**src/rtl/jvs_pkg.sv**
```systemverilog
`timescale 1ns / 1ps
// ----------------------------------------------------------------------------
// Joystick velocity shaper package
// Field widths, register reset values, register indexes and the structs that
// travel between the top level and the per-axis shaping lanes.
// ----------------------------------------------------------------------------
package jvs_pkg;

  localparam int RAW_W     = 12;   // converter sample width
  localparam int ABS_W     = 12;   // magnitude of the deflection, 0..2048
  localparam int CFG_W     = 11;   // widest configuration register
  localparam int SPEED_W   = 7;    // speed values, 0..127
  localparam int VEL_W     = 8;    // signed velocity
  localparam int IDX_W     = 3;    // register index width

  localparam int CENTER           = 2048;
  localparam int SPEED_MAX        = 127;
  localparam int BOOST_FACTOR_DEF = 2;

  localparam logic [CFG_W-1:0]   DEADZONE_RST    = 11'd100;
  localparam logic [CFG_W-1:0]   BEND_LOW_RST    = 11'd512;
  localparam logic [CFG_W-1:0]   BEND_MID_RST    = 11'd1536;
  localparam logic [SPEED_W-1:0] SPEED_LOW_RST   = 7'd2;
  localparam logic [SPEED_W-1:0] SPEED_MID_RST   = 7'd4;
  localparam logic [SPEED_W-1:0] SPEED_HIGH_RST  = 7'd8;
  localparam logic [SPEED_W-1:0] SPEED_LIMIT_RST = 7'd8;
  localparam logic [SPEED_W-1:0] ACCEL_STEP_RST  = 7'd1;

  typedef enum logic [IDX_W-1:0] {
    REG_DEADZONE    = 3'd0,
    REG_BEND_LOW    = 3'd1,
    REG_BEND_MID    = 3'd2,
    REG_SPEED_LOW   = 3'd3,
    REG_SPEED_MID   = 3'd4,
    REG_SPEED_HIGH  = 3'd5,
    REG_SPEED_LIMIT = 3'd6,
    REG_ACCEL_STEP  = 3'd7
  } reg_idx_t;

  typedef struct packed {
    logic [CFG_W-1:0]   deadzone;
    logic [CFG_W-1:0]   bend_low;
    logic [CFG_W-1:0]   bend_mid;
    logic [SPEED_W-1:0] speed_low;
    logic [SPEED_W-1:0] speed_mid;
    logic [SPEED_W-1:0] speed_high;
    logic [SPEED_W-1:0] speed_limit;
    logic [SPEED_W-1:0] accel_step;
  } cfg_t;

  typedef struct packed {
    logic [RAW_W-1:0] raw_x;
    logic [RAW_W-1:0] raw_y;
    logic             boost;
  } in_item_t;

  typedef struct packed {
    logic signed [VEL_W-1:0] velocity_x;
    logic signed [VEL_W-1:0] velocity_y;
  } out_item_t;

  // Handshake from the top level into a lane.
  typedef struct packed {
    logic start;   // load a new sample
    logic ack;     // result taken, lane may return to idle
  } lane_ctrl_t;

  // What a lane reports back.
  typedef struct packed {
    logic                    done;
    logic signed [VEL_W-1:0] vel;
  } axis_res_t;

endpackage

```
**src/rtl/jvs_axis.sv**
```systemverilog
`timescale 1ns / 1ps
// ----------------------------------------------------------------------------
// Joystick axis shaping lane
// Deadzone, piecewise-linear speed curve with a bit-serial multiply and
// restoring divide, limit, boost and slew toward the target velocity.
// ----------------------------------------------------------------------------
module jvs_axis #(
  parameter int BOOST_FACTOR = jvs_pkg::BOOST_FACTOR_DEF
) (
  input  logic                        clk,
  input  logic                        rst,
  input  jvs_pkg::lane_ctrl_t         ctrl,
  input  logic [jvs_pkg::RAW_W-1:0]   raw,
  input  logic                        boost,
  input  jvs_pkg::cfg_t               cfg,
  output jvs_pkg::axis_res_t          res
);
  import jvs_pkg::*;

  localparam int ProdW  = ABS_W + SPEED_W;
  localparam int BoostW = $clog2(SPEED_MAX * BOOST_FACTOR + 1);
  localparam int CntW   = $clog2(SPEED_W);

  typedef enum logic [7:0] {
    S_IDLE = 8'b0000_0001,
    S_ABS  = 8'b0000_0010,
    S_SEG  = 8'b0000_0100,
    S_MUL  = 8'b0000_1000,
    S_DIV  = 8'b0001_0000,
    S_TGT  = 8'b0010_0000,
    S_SLEW = 8'b0100_0000,
    S_HOLD = 8'b1000_0000
  } axis_state_t;

  axis_state_t state;

  logic [RAW_W-1:0]         raw_q;
  logic                     boost_q;
  logic                     neg_q;
  logic [ABS_W-1:0]         a_q;
  logic [SPEED_W-1:0]       m_q;
  logic [SPEED_W-1:0]       base_q;
  logic                     sub_q;
  logic [ProdW-1:0]         mcand_q;
  logic [ProdW-1:0]         prod_q;
  logic [ProdW-1:0]         dsr_q;
  logic [SPEED_W-1:0]       quo_q;
  logic [CntW-1:0]          cnt;
  logic signed [VEL_W-1:0]  target_q;
  logic signed [VEL_W-1:0]  cur;

  // Deadzone and magnitude.
  logic signed [RAW_W:0] delta;
  logic signed [RAW_W:0] dz_s;
  logic                  in_band;
  logic                  neg_next;
  logic [ABS_W-1:0]      a_next;

  always_comb begin
    delta    = $signed({1'b0, raw_q}) - $signed((RAW_W + 1)'(CENTER));
    dz_s     = $signed({2'b00, cfg.deadzone});
    in_band  = (delta > -dz_s) && (delta < dz_s);
    neg_next = !in_band && !delta[RAW_W] && (delta != '0);
    if (in_band) begin
      a_next = '0;
    end else if (delta[RAW_W]) begin
      a_next = ABS_W'(-delta);
    end else begin
      a_next = ABS_W'(delta);
    end
  end

  // Segment selection: offset into the segment, speed rise, span.
  logic                  lt_low;
  logic                  lt_mid;
  logic [ABS_W-1:0]      n_next;
  logic [SPEED_W-1:0]    m_next;
  logic [SPEED_W-1:0]    base_next;
  logic                  sub_next;
  logic [ABS_W-1:0]      den_next;

  always_comb begin
    lt_low = a_q < {1'b0, cfg.bend_low};
    lt_mid = a_q < {1'b0, cfg.bend_mid};
    priority if (lt_low) begin
      n_next    = a_q;
      m_next    = cfg.speed_low;
      base_next = '0;
      sub_next  = 1'b0;
      den_next  = {1'b0, cfg.bend_low};
    end else if (lt_mid) begin
      n_next    = a_q - {1'b0, cfg.bend_low};
      sub_next  = cfg.speed_mid < cfg.speed_low;
      m_next    = sub_next ? cfg.speed_low - cfg.speed_mid
                           : cfg.speed_mid - cfg.speed_low;
      base_next = cfg.speed_low;
      den_next  = {1'b0, cfg.bend_mid} - {1'b0, cfg.bend_low};
    end else begin
      n_next    = a_q - {1'b0, cfg.bend_mid};
      sub_next  = cfg.speed_high < cfg.speed_mid;
      m_next    = sub_next ? cfg.speed_mid - cfg.speed_high
                           : cfg.speed_high - cfg.speed_mid;
      base_next = cfg.speed_mid;
      den_next  = ABS_W'(CENTER) - {1'b0, cfg.bend_mid};
    end
  end

  // The quotient never exceeds the speed rise, so SPEED_W quotient bits do.
  logic             div_fit;
  logic [ProdW-1:0] rem_next;

  always_comb begin
    div_fit  = prod_q >= dsr_q;
    rem_next = div_fit ? prod_q - dsr_q : prod_q;
  end

  // Curve value, limit, boost and sign.
  logic [SPEED_W-1:0]      v;
  logic [SPEED_W-1:0]      vm;
  logic [BoostW-1:0]       boosted;
  logic [SPEED_W-1:0]      mag;
  logic signed [VEL_W-1:0] target_next;

  always_comb begin
    v       = sub_q ? base_q - quo_q : base_q + quo_q;
    vm      = (v > cfg.speed_limit) ? cfg.speed_limit : v;
    boosted = BoostW'(vm) * BoostW'(BOOST_FACTOR);
    if (!boost_q) begin
      mag = vm;
    end else if (boosted > BoostW'(SPEED_MAX)) begin
      mag = SPEED_W'(SPEED_MAX);
    end else begin
      mag = boosted[SPEED_W-1:0];
    end
    target_next = neg_q ? -$signed({1'b0, mag}) : $signed({1'b0, mag});
  end

  // Slew toward the target without overshoot.
  logic signed [VEL_W:0]   cur_w;
  logic signed [VEL_W:0]   tgt_w;
  logic signed [VEL_W:0]   up;
  logic signed [VEL_W:0]   dn;
  logic signed [VEL_W-1:0] cur_next;

  always_comb begin
    cur_w = {cur[VEL_W-1], cur};
    tgt_w = {target_q[VEL_W-1], target_q};
    up    = cur_w + $signed({2'b00, cfg.accel_step});
    dn    = cur_w - $signed({2'b00, cfg.accel_step});
    priority if (cur < target_q) begin
      cur_next = (up > tgt_w) ? target_q : up[VEL_W-1:0];
    end else if (cur > target_q) begin
      cur_next = (dn < tgt_w) ? target_q : dn[VEL_W-1:0];
    end else begin
      cur_next = cur;
    end
  end

  always_ff @(posedge clk) begin
    if (rst) begin
      state <= S_IDLE;
      cur   <= '0;
      cnt   <= '0;
    end else begin
      unique case (state)
        S_IDLE: begin
          if (ctrl.start) begin
            state <= S_ABS;
          end
        end
        S_ABS: begin
          state <= S_SEG;
        end
        S_SEG: begin
          cnt   <= '0;
          state <= S_MUL;
        end
        S_MUL: begin
          if (cnt == CntW'(SPEED_W - 1)) begin
            cnt   <= '0;
            state <= S_DIV;
          end else begin
            cnt <= cnt + 1'b1;
          end
        end
        S_DIV: begin
          if (cnt == CntW'(SPEED_W - 1)) begin
            cnt   <= '0;
            state <= S_TGT;
          end else begin
            cnt <= cnt + 1'b1;
          end
        end
        S_TGT: begin
          state <= S_SLEW;
        end
        S_SLEW: begin
          cur   <= cur_next;
          state <= S_HOLD;
        end
        S_HOLD: begin
          if (ctrl.ack) begin
            state <= S_IDLE;
          end
        end
        default: state <= S_IDLE;
      endcase
    end
  end

  // Datapath registers.
  always_ff @(posedge clk) begin
    if (state == S_IDLE && ctrl.start) begin
      raw_q   <= raw;
      boost_q <= boost;
    end
    if (state == S_ABS) begin
      a_q   <= a_next;
      neg_q <= neg_next;
    end
    if (state == S_SEG) begin
      mcand_q <= ProdW'(n_next);
      m_q     <= m_next;
      base_q  <= base_next;
      sub_q   <= sub_next;
      prod_q  <= '0;
      dsr_q   <= ProdW'(den_next) << (SPEED_W - 1);
      quo_q   <= '0;
    end
    if (state == S_MUL) begin
      if (m_q[0]) begin
        prod_q <= prod_q + mcand_q;
      end
      mcand_q <= mcand_q << 1;
      m_q     <= m_q >> 1;
    end
    if (state == S_DIV) begin
      prod_q <= rem_next;
      quo_q  <= {quo_q[SPEED_W-2:0], div_fit};
      dsr_q  <= dsr_q >> 1;
    end
    if (state == S_TGT) begin
      target_q <= target_next;
    end
  end

  assign res.done = (state == S_HOLD);
  assign res.vel  = cur;

endmodule

```
**src/rtl/joystick_velocity_shaper.sv**
```systemverilog
`timescale 1ns / 1ps
// ----------------------------------------------------------------------------
// Joystick velocity shaper
// Turns two joystick samples and a boost button into two slewed velocities.
// ----------------------------------------------------------------------------
// Usage:
//   An input item (raw_x, raw_y, boost) is taken on in_valid/in_ready. Each
//   axis runs in its own lane: deadzone and inversion, a three-segment speed
//   curve, a speed limit, optional boost with saturation to +-127, and a slew
//   of the kept velocity toward that target by at most accel_step.
//   The output item carries the two updated velocities on out_valid/out_ready.
//   The lanes take one item at a time, so a new item is accepted only once
//   the previous result has moved into the output register. Each lane has
//   one shift-add multiplier and one restoring divider, which work one bit
//   per cycle.
//   An output register holds the finished item, so the next input item can be
//   accepted while the receiver stalls; that next result then waits in its
//   lane until the output register is free.
//   Reset returns control and configuration registers to their defaults and
//   both kept velocities to zero. The user writes configuration via cfg_we,
//   cfg_index, cfg_data only when idle (unenforced); the next item uses it.
// ----------------------------------------------------------------------------
module joystick_velocity_shaper #(
  parameter int BOOST_FACTOR = jvs_pkg::BOOST_FACTOR_DEF
) (
  input  logic                        clk,
  input  logic                        rst,
  input  logic                        in_valid,
  output logic                        in_ready,
  input  jvs_pkg::in_item_t           in_item,
  output logic                        out_valid,
  input  logic                        out_ready,
  output jvs_pkg::out_item_t          out_item,
  input  logic                        cfg_we,
  input  logic [jvs_pkg::IDX_W-1:0]   cfg_index,
  input  logic [jvs_pkg::CFG_W-1:0]   cfg_data
);
  import jvs_pkg::*;

  cfg_t       cfg;
  logic       busy;
  lane_ctrl_t ctrl;
  axis_res_t  res_x;
  axis_res_t  res_y;

  // One item is in the lanes at a time; busy covers it from acceptance
  // until its result moves into the output register.
  assign in_ready   = !busy;
  assign ctrl.start = in_valid && in_ready;
  // Both lanes run in lockstep; the result moves out once the output
  // register is empty or being emptied in this cycle.
  assign ctrl.ack   = res_x.done && res_y.done && (!out_valid || out_ready);

  jvs_axis #(
    .BOOST_FACTOR (BOOST_FACTOR)
  ) u_axis_x (
    .clk   (clk),
    .rst   (rst),
    .ctrl  (ctrl),
    .raw   (in_item.raw_x),
    .boost (in_item.boost),
    .cfg   (cfg),
    .res   (res_x)
  );

  jvs_axis #(
    .BOOST_FACTOR (BOOST_FACTOR)
  ) u_axis_y (
    .clk   (clk),
    .rst   (rst),
    .ctrl  (ctrl),
    .raw   (in_item.raw_y),
    .boost (in_item.boost),
    .cfg   (cfg),
    .res   (res_y)
  );

  // Configuration registers and handshake control.
  always_ff @(posedge clk) begin
    if (rst) begin
      cfg.deadzone    <= DEADZONE_RST;
      cfg.bend_low    <= BEND_LOW_RST;
      cfg.bend_mid    <= BEND_MID_RST;
      cfg.speed_low   <= SPEED_LOW_RST;
      cfg.speed_mid   <= SPEED_MID_RST;
      cfg.speed_high  <= SPEED_HIGH_RST;
      cfg.speed_limit <= SPEED_LIMIT_RST;
      cfg.accel_step  <= ACCEL_STEP_RST;
      busy            <= 1'b0;
      out_valid       <= 1'b0;
    end else begin
      if (cfg_we) begin
        unique case (reg_idx_t'(cfg_index))
          REG_DEADZONE:    cfg.deadzone    <= cfg_data;
          REG_BEND_LOW:    cfg.bend_low    <= cfg_data;
          REG_BEND_MID:    cfg.bend_mid    <= cfg_data;
          REG_SPEED_LOW:   cfg.speed_low   <= cfg_data[SPEED_W-1:0];
          REG_SPEED_MID:   cfg.speed_mid   <= cfg_data[SPEED_W-1:0];
          REG_SPEED_HIGH:  cfg.speed_high  <= cfg_data[SPEED_W-1:0];
          REG_SPEED_LIMIT: cfg.speed_limit <= cfg_data[SPEED_W-1:0];
          REG_ACCEL_STEP:  cfg.accel_step  <= cfg_data[SPEED_W-1:0];
        endcase
      end
      if (ctrl.start) begin
        busy <= 1'b1;
      end else if (ctrl.ack) begin
        busy <= 1'b0;
      end
      if (ctrl.ack) begin
        out_valid <= 1'b1;
      end else if (out_ready) begin
        out_valid <= 1'b0;
      end
    end
  end

  // Output payload register.
  always_ff @(posedge clk) begin
    if (ctrl.ack) begin
      out_item.velocity_x <= res_x.vel;
      out_item.velocity_y <= res_y.vel;
    end
  end

endmodule

```
**config.mk**
```make
export PLATFORM = sky130hd
export DESIGN_NAME = joystick_velocity_shaper
export DESIGN_NICKNAME = d
export VERILOG_FILES = /design/src/rtl/jvs_pkg.sv /design/src/rtl/jvs_axis.sv /design/src/rtl/joystick_velocity_shaper.sv
export SDC_FILE = /design/constraint.sdc
export NUM_CORES = 1
export LEC_CHECK = 0
export BUFFER_PORTS_ARGS = -buffer_cell sky130_fd_sc_hd__clkbuf_2
export CAP_MARGIN = 30
export CORE_MARGIN = 5
export CORE_UTILIZATION = 45
export CTS_CLUSTER_SIZE = 10
export DETAILED_ROUTE_END_ITERATION = 7
export GPL_TIMING_DRIVEN = 0
export PLACE_DENSITY = 0.7
export SLEW_MARGIN = 15
export SYNTH_ARGS = -nofsm -noshare
export SYNTH_HDL_FRONTEND = slang
export SYNTH_SLANG_ARGS = --single-unit
```
**constraint.sdc**
```tcl
create_clock -name clk -period 5.85 [get_ports clk]
set_input_delay 0.8775 -clock clk [delete_from_list [all_inputs] [get_ports clk]]
set_output_delay 0.8775 -clock clk [all_outputs]
set_load 0.01 [all_outputs]
```
==> qor.csv <==
stage;metric;value;unit
critical_path;worst_setup_path_end_kind;register;
placed_design;dp.cells;3908;
drt;drtIter0Drc;2077;
min_path;min_from;in_item[7];
sta;worst_slack;0.959;ns
sta;worst_slew_pin_slew;0.953;ns
yosys;synthMuxAreaShare;1.64;%
yosys;yosysWarnings;0;
die;die_x;255;µm
critical_path;crit_path_start_kind;register;
layout;final_net_count;3556;
critical_path;path_class;register to register;
grt;overflow;0;
die;core_area;0.0591;mm²
yosys;synthXorXnorAreaFrac;6.08;%
critical_path;crit_path_max_fanout;5;
layout;final_area;0.0297;mm²
critical_path;required;6.17;ns
run;drv_cap;0;
yosys;synth_ff_type;edfxtp_1;
clocking;root_buffer;clkbuf_16;
clocking;cts.sinks;348;
clocking;path_clk_slew;0.06;ns
drt;wl;79800;µm
pwr;p_int;4.47;mW
clocking;clk_latency;0.59;ns
yosys;synth_area_per_cell;8.77;µm²
pwr;switching_share;27.2;%
sta;setup_violations;0;
grt;grt_usage;23.9;%
min_path;hp-class;primary input to register;
sta;relSlewSlack;36.4;%
clocking;cts_tree;yes;
yosys;yosys_register_bits;348;
grt;grt_pass1_vias;22500;
grt;grt_pass1_wl;124000;µm
drt;drt.antenna.violating_nets;0;
drt;post_drt_wl_per_cell;20.0;µm
critical_path;arrival;5.22;ns
grt;antenna_found_initial;0;
yosys;synth_compound_area_share;20.6;%
sta;min_period_over_period;83.6;%
drt;vias_per_cell;5.94;
clocking;cts_buffers;43;
sta;final-hold-violation-count;0;
drt;drtPass1Iterations;6;
die;num_rows;89;
die;io_pins;62;
sta;clock_skew;0.0327;ns
yosys;ys_types;85;
yosys;synth_nets;3446;
pwr;power.leakage;11.9;nW
critical_path;worstRegToRegCells;20;
pwr;combPwrFrac;14.0;%
min_path;min_to;u_axis_y.raw_q[6];
layout;layout_common_cells;321 x nand2_1, 311 x ha_1, 282 x a21oi_1;
min_path;holdPathStages;1;
pwr;seq_power_share;44.7;%
pwr;clock_power_share;41.3;%
run_status;status;completed;
pwr;p_sw;1.67;mW
yosys;synth_top_family_by_area;compound AO/OA/AOI/OAI gates;
critical_path;reg2reg_slack;0.96;ns
yosys;synth_fa_ha_area_share;15.9;%
yosys;synth_area;0.0269;mm²
critical_path;r2r-end;u_axis_y.target_q[6];
yosys;synthArstFlopShare;0;%
drt;vias;23700;
sta;final_max_slew_viol_count;0;
yosys;syn_inst;3072;
layout;final_common_cell;nand2_1;
sta;rsz0062_at_grt;false;
die;dieArea;0.0649;mm²
placed_design;dpl_worst_slack;0.928;ns
placed_design;dp_hpwl;61700;µm
pwr;power.density;207;mW/mm²
clocking;cts_setup_buffers;0;
layout;final_cells;3989;
layout;n_antenna_cell;0;
clocking;clk_path_buf_depth;3;
clocking;holdBufCountCts;0;
grt;grt_max_degree;22;
yosys;ys_seq_area_share;34.6;%
sta;fin_crit;4.89;ns
layout;fill_cells;5618;
die;initial_core_util;45.6;%
critical_path;r2r_start;u_axis_y.quo_q[0];
clocking;htreeDepth;2;
sta;fmax;0.204;GHz
placed_design;portBuffers;53;
sta;fin_tns_setup;0;ns
yosys;synth_edf_count;236;
layout;area_growth_syn_to_layout;10.2;%
drt;drc;0;
sta;hold_slack;0.473;ns
placed_design;gp_congestion;1.00;
clocking;post_cts_resized;0;
placed_design;dpl_cell_area;0.0283;mm²
yosys;yosys.area_share.simple;16.6;%
layout;layout-drive-gt1-share;5.63;%
pwr;ir_drop;229;µV
die;die_h;255;µm
-- critical path: stages (launching register included) --
cell and delay [ns]:
edfxtp_1 0.44, inv_1 0.09, ha_1 0.29, mux2_2 0.30, inv_1 0.06, ha_1 0.22, a21o_1 0.19, a311o_1 0.36
a21oi_1 0.18, xnor2_1 0.21, ha_1 0.31, o21a_1 0.19, a21o_1 0.21, nor2_1 0.19, mux2i_1 0.32, nand2_1 0.17
o21ai_0 0.26, ha_1 0.25, inv_1 0.05, o31ai_1 0.27, xnor2_1 0.09
-- final cells by class --
| type | count | area (µm²) | area share (%) |
|---|---|---|---|
| multi-input combinational | 2397 | 16400 | 55.2 |
| sequential | 348 | 9330 | 31.4 |
| clock buffer | 74 | 1250 | 4.22 |
| tap | 773 | 967 | 3.26 |
| inverter | 236 | 886 | 2.98 |
| timing repair buffer | 65 | 458 | 1.54 |
| buffer | 91 | 359 | 1.21 |
| clock inverter | 5 | 50.0 | 0.169 |
-- registers in the layout, summed over array words and instances, names as in the netlist, 8 cells and up --
register and cells:
u_axis_x.mcand_q 19, u_axis_y.target_q 8, u_axis_y.raw_q 12, u_axis_y.a_q 12, u_axis_y.mcand_q 19, u_axis_y.cur 8
u_axis_y.dsr_q 18, u_axis_x.prod_q 19, u_axis_x.raw_q 12, u_axis_x.a_q 12, out_item 16, u_axis_x.target_q 8
u_axis_y.state 8, u_axis_x.state 8, u_axis_y.prod_q 19, u_axis_x.cur 8, u_axis_x.dsr_q 18, cfg 68
-- per-layer routing --
| layer | up-vias | GRT usage [%] | wire length, µm |
|---|---|---|---|
| met5 | - | 0 | 0 |
| met4 | 0 | 10.9 | 4070 |
| met3 | 223 | 2.99 | 5510 |
| met2 | 918 | 39.0 | 36200 |
| met1 | 11200 | 32.0 | 34000 |
| li1 | 11400 | - | - |
-- Yosys cell counts (20+ instances only) --
master      n  area, µm²
a21o_1     45        338
a211oi_1   38        285
o21ai_0   203       1020
o22ai_1    22        138
nand3_1    42        210
nand2b_1   38        238
nor2b_1    59        369
a31oi_1    30        188
clkbuf_1   74        278
nand2_1   322       1210
nand4_1    32        200
nor2_1    260        976
xnor2_1   130       1140
ha_1      311       3890
dfxtp_1   112       2240
xor2_1     57        499
and2_1     34        213
a21oi_1   282       1410
o21a_1     35        263
inv_1     235        882
o211ai_1   34        255
nor3_1     65        325
mux2i_1    34        340
or3_1      20        125
edfxtp_1  236       7090
-- power by group through the flow --
stage / sequential (mW) / clock (mW) / combinational [mW]
finish: 2.74 / 2.54 / 0.859
global route: 2.75 / 2.66 / 0.948
CTS: 2.74 / 2.56 / 0.844
detailed placement: 2.79 / 0 / 0.838
global placement: 2.79 / 0 / 0.816
floorplan: 2.77 / 0 / 0.617
-- through the flow --
stage          util (%)  power, mW
2_1_floorplan         -       3.38
6_report           50.2       6.14
5_1_grt            50.2       6.36
4_1_cts            50.1       6.15
3_3_place_gp       47.7       3.61
3_5_place_dp       47.9       3.63
-- cell families (layout without fill, tap and decap cells) --
kind of cell	after synthesis	in the layout
simple gates	955	955
compound gates	882	882
fa+ha+maj	330	330
buf+inv	327	471
xor+xnor	187	187
flops	348	348
mux	43	43
-- how the worst max path moves through the flow --
stage          cells after the start  slack, ns                   end         startpoint
3_3_place_gp                      20       0.97  u_axis_y.target_q[6]  u_axis_y.quo_q[0]
5_1_grt                           20       0.58  u_axis_y.target_q[6]  u_axis_y.quo_q[0]
6_report                          20       0.96  u_axis_y.target_q[6]  u_axis_y.quo_q[0]
3_5_place_dp                      20       0.93  u_axis_y.target_q[6]  u_axis_y.quo_q[0]
4_1_cts                           20       0.93  u_axis_y.target_q[6]  u_axis_y.quo_q[0]
2_1_floorplan                     20       1.53  u_axis_y.target_q[6]  u_axis_y.quo_q[0]
Power figures use the tool's default switching activity.
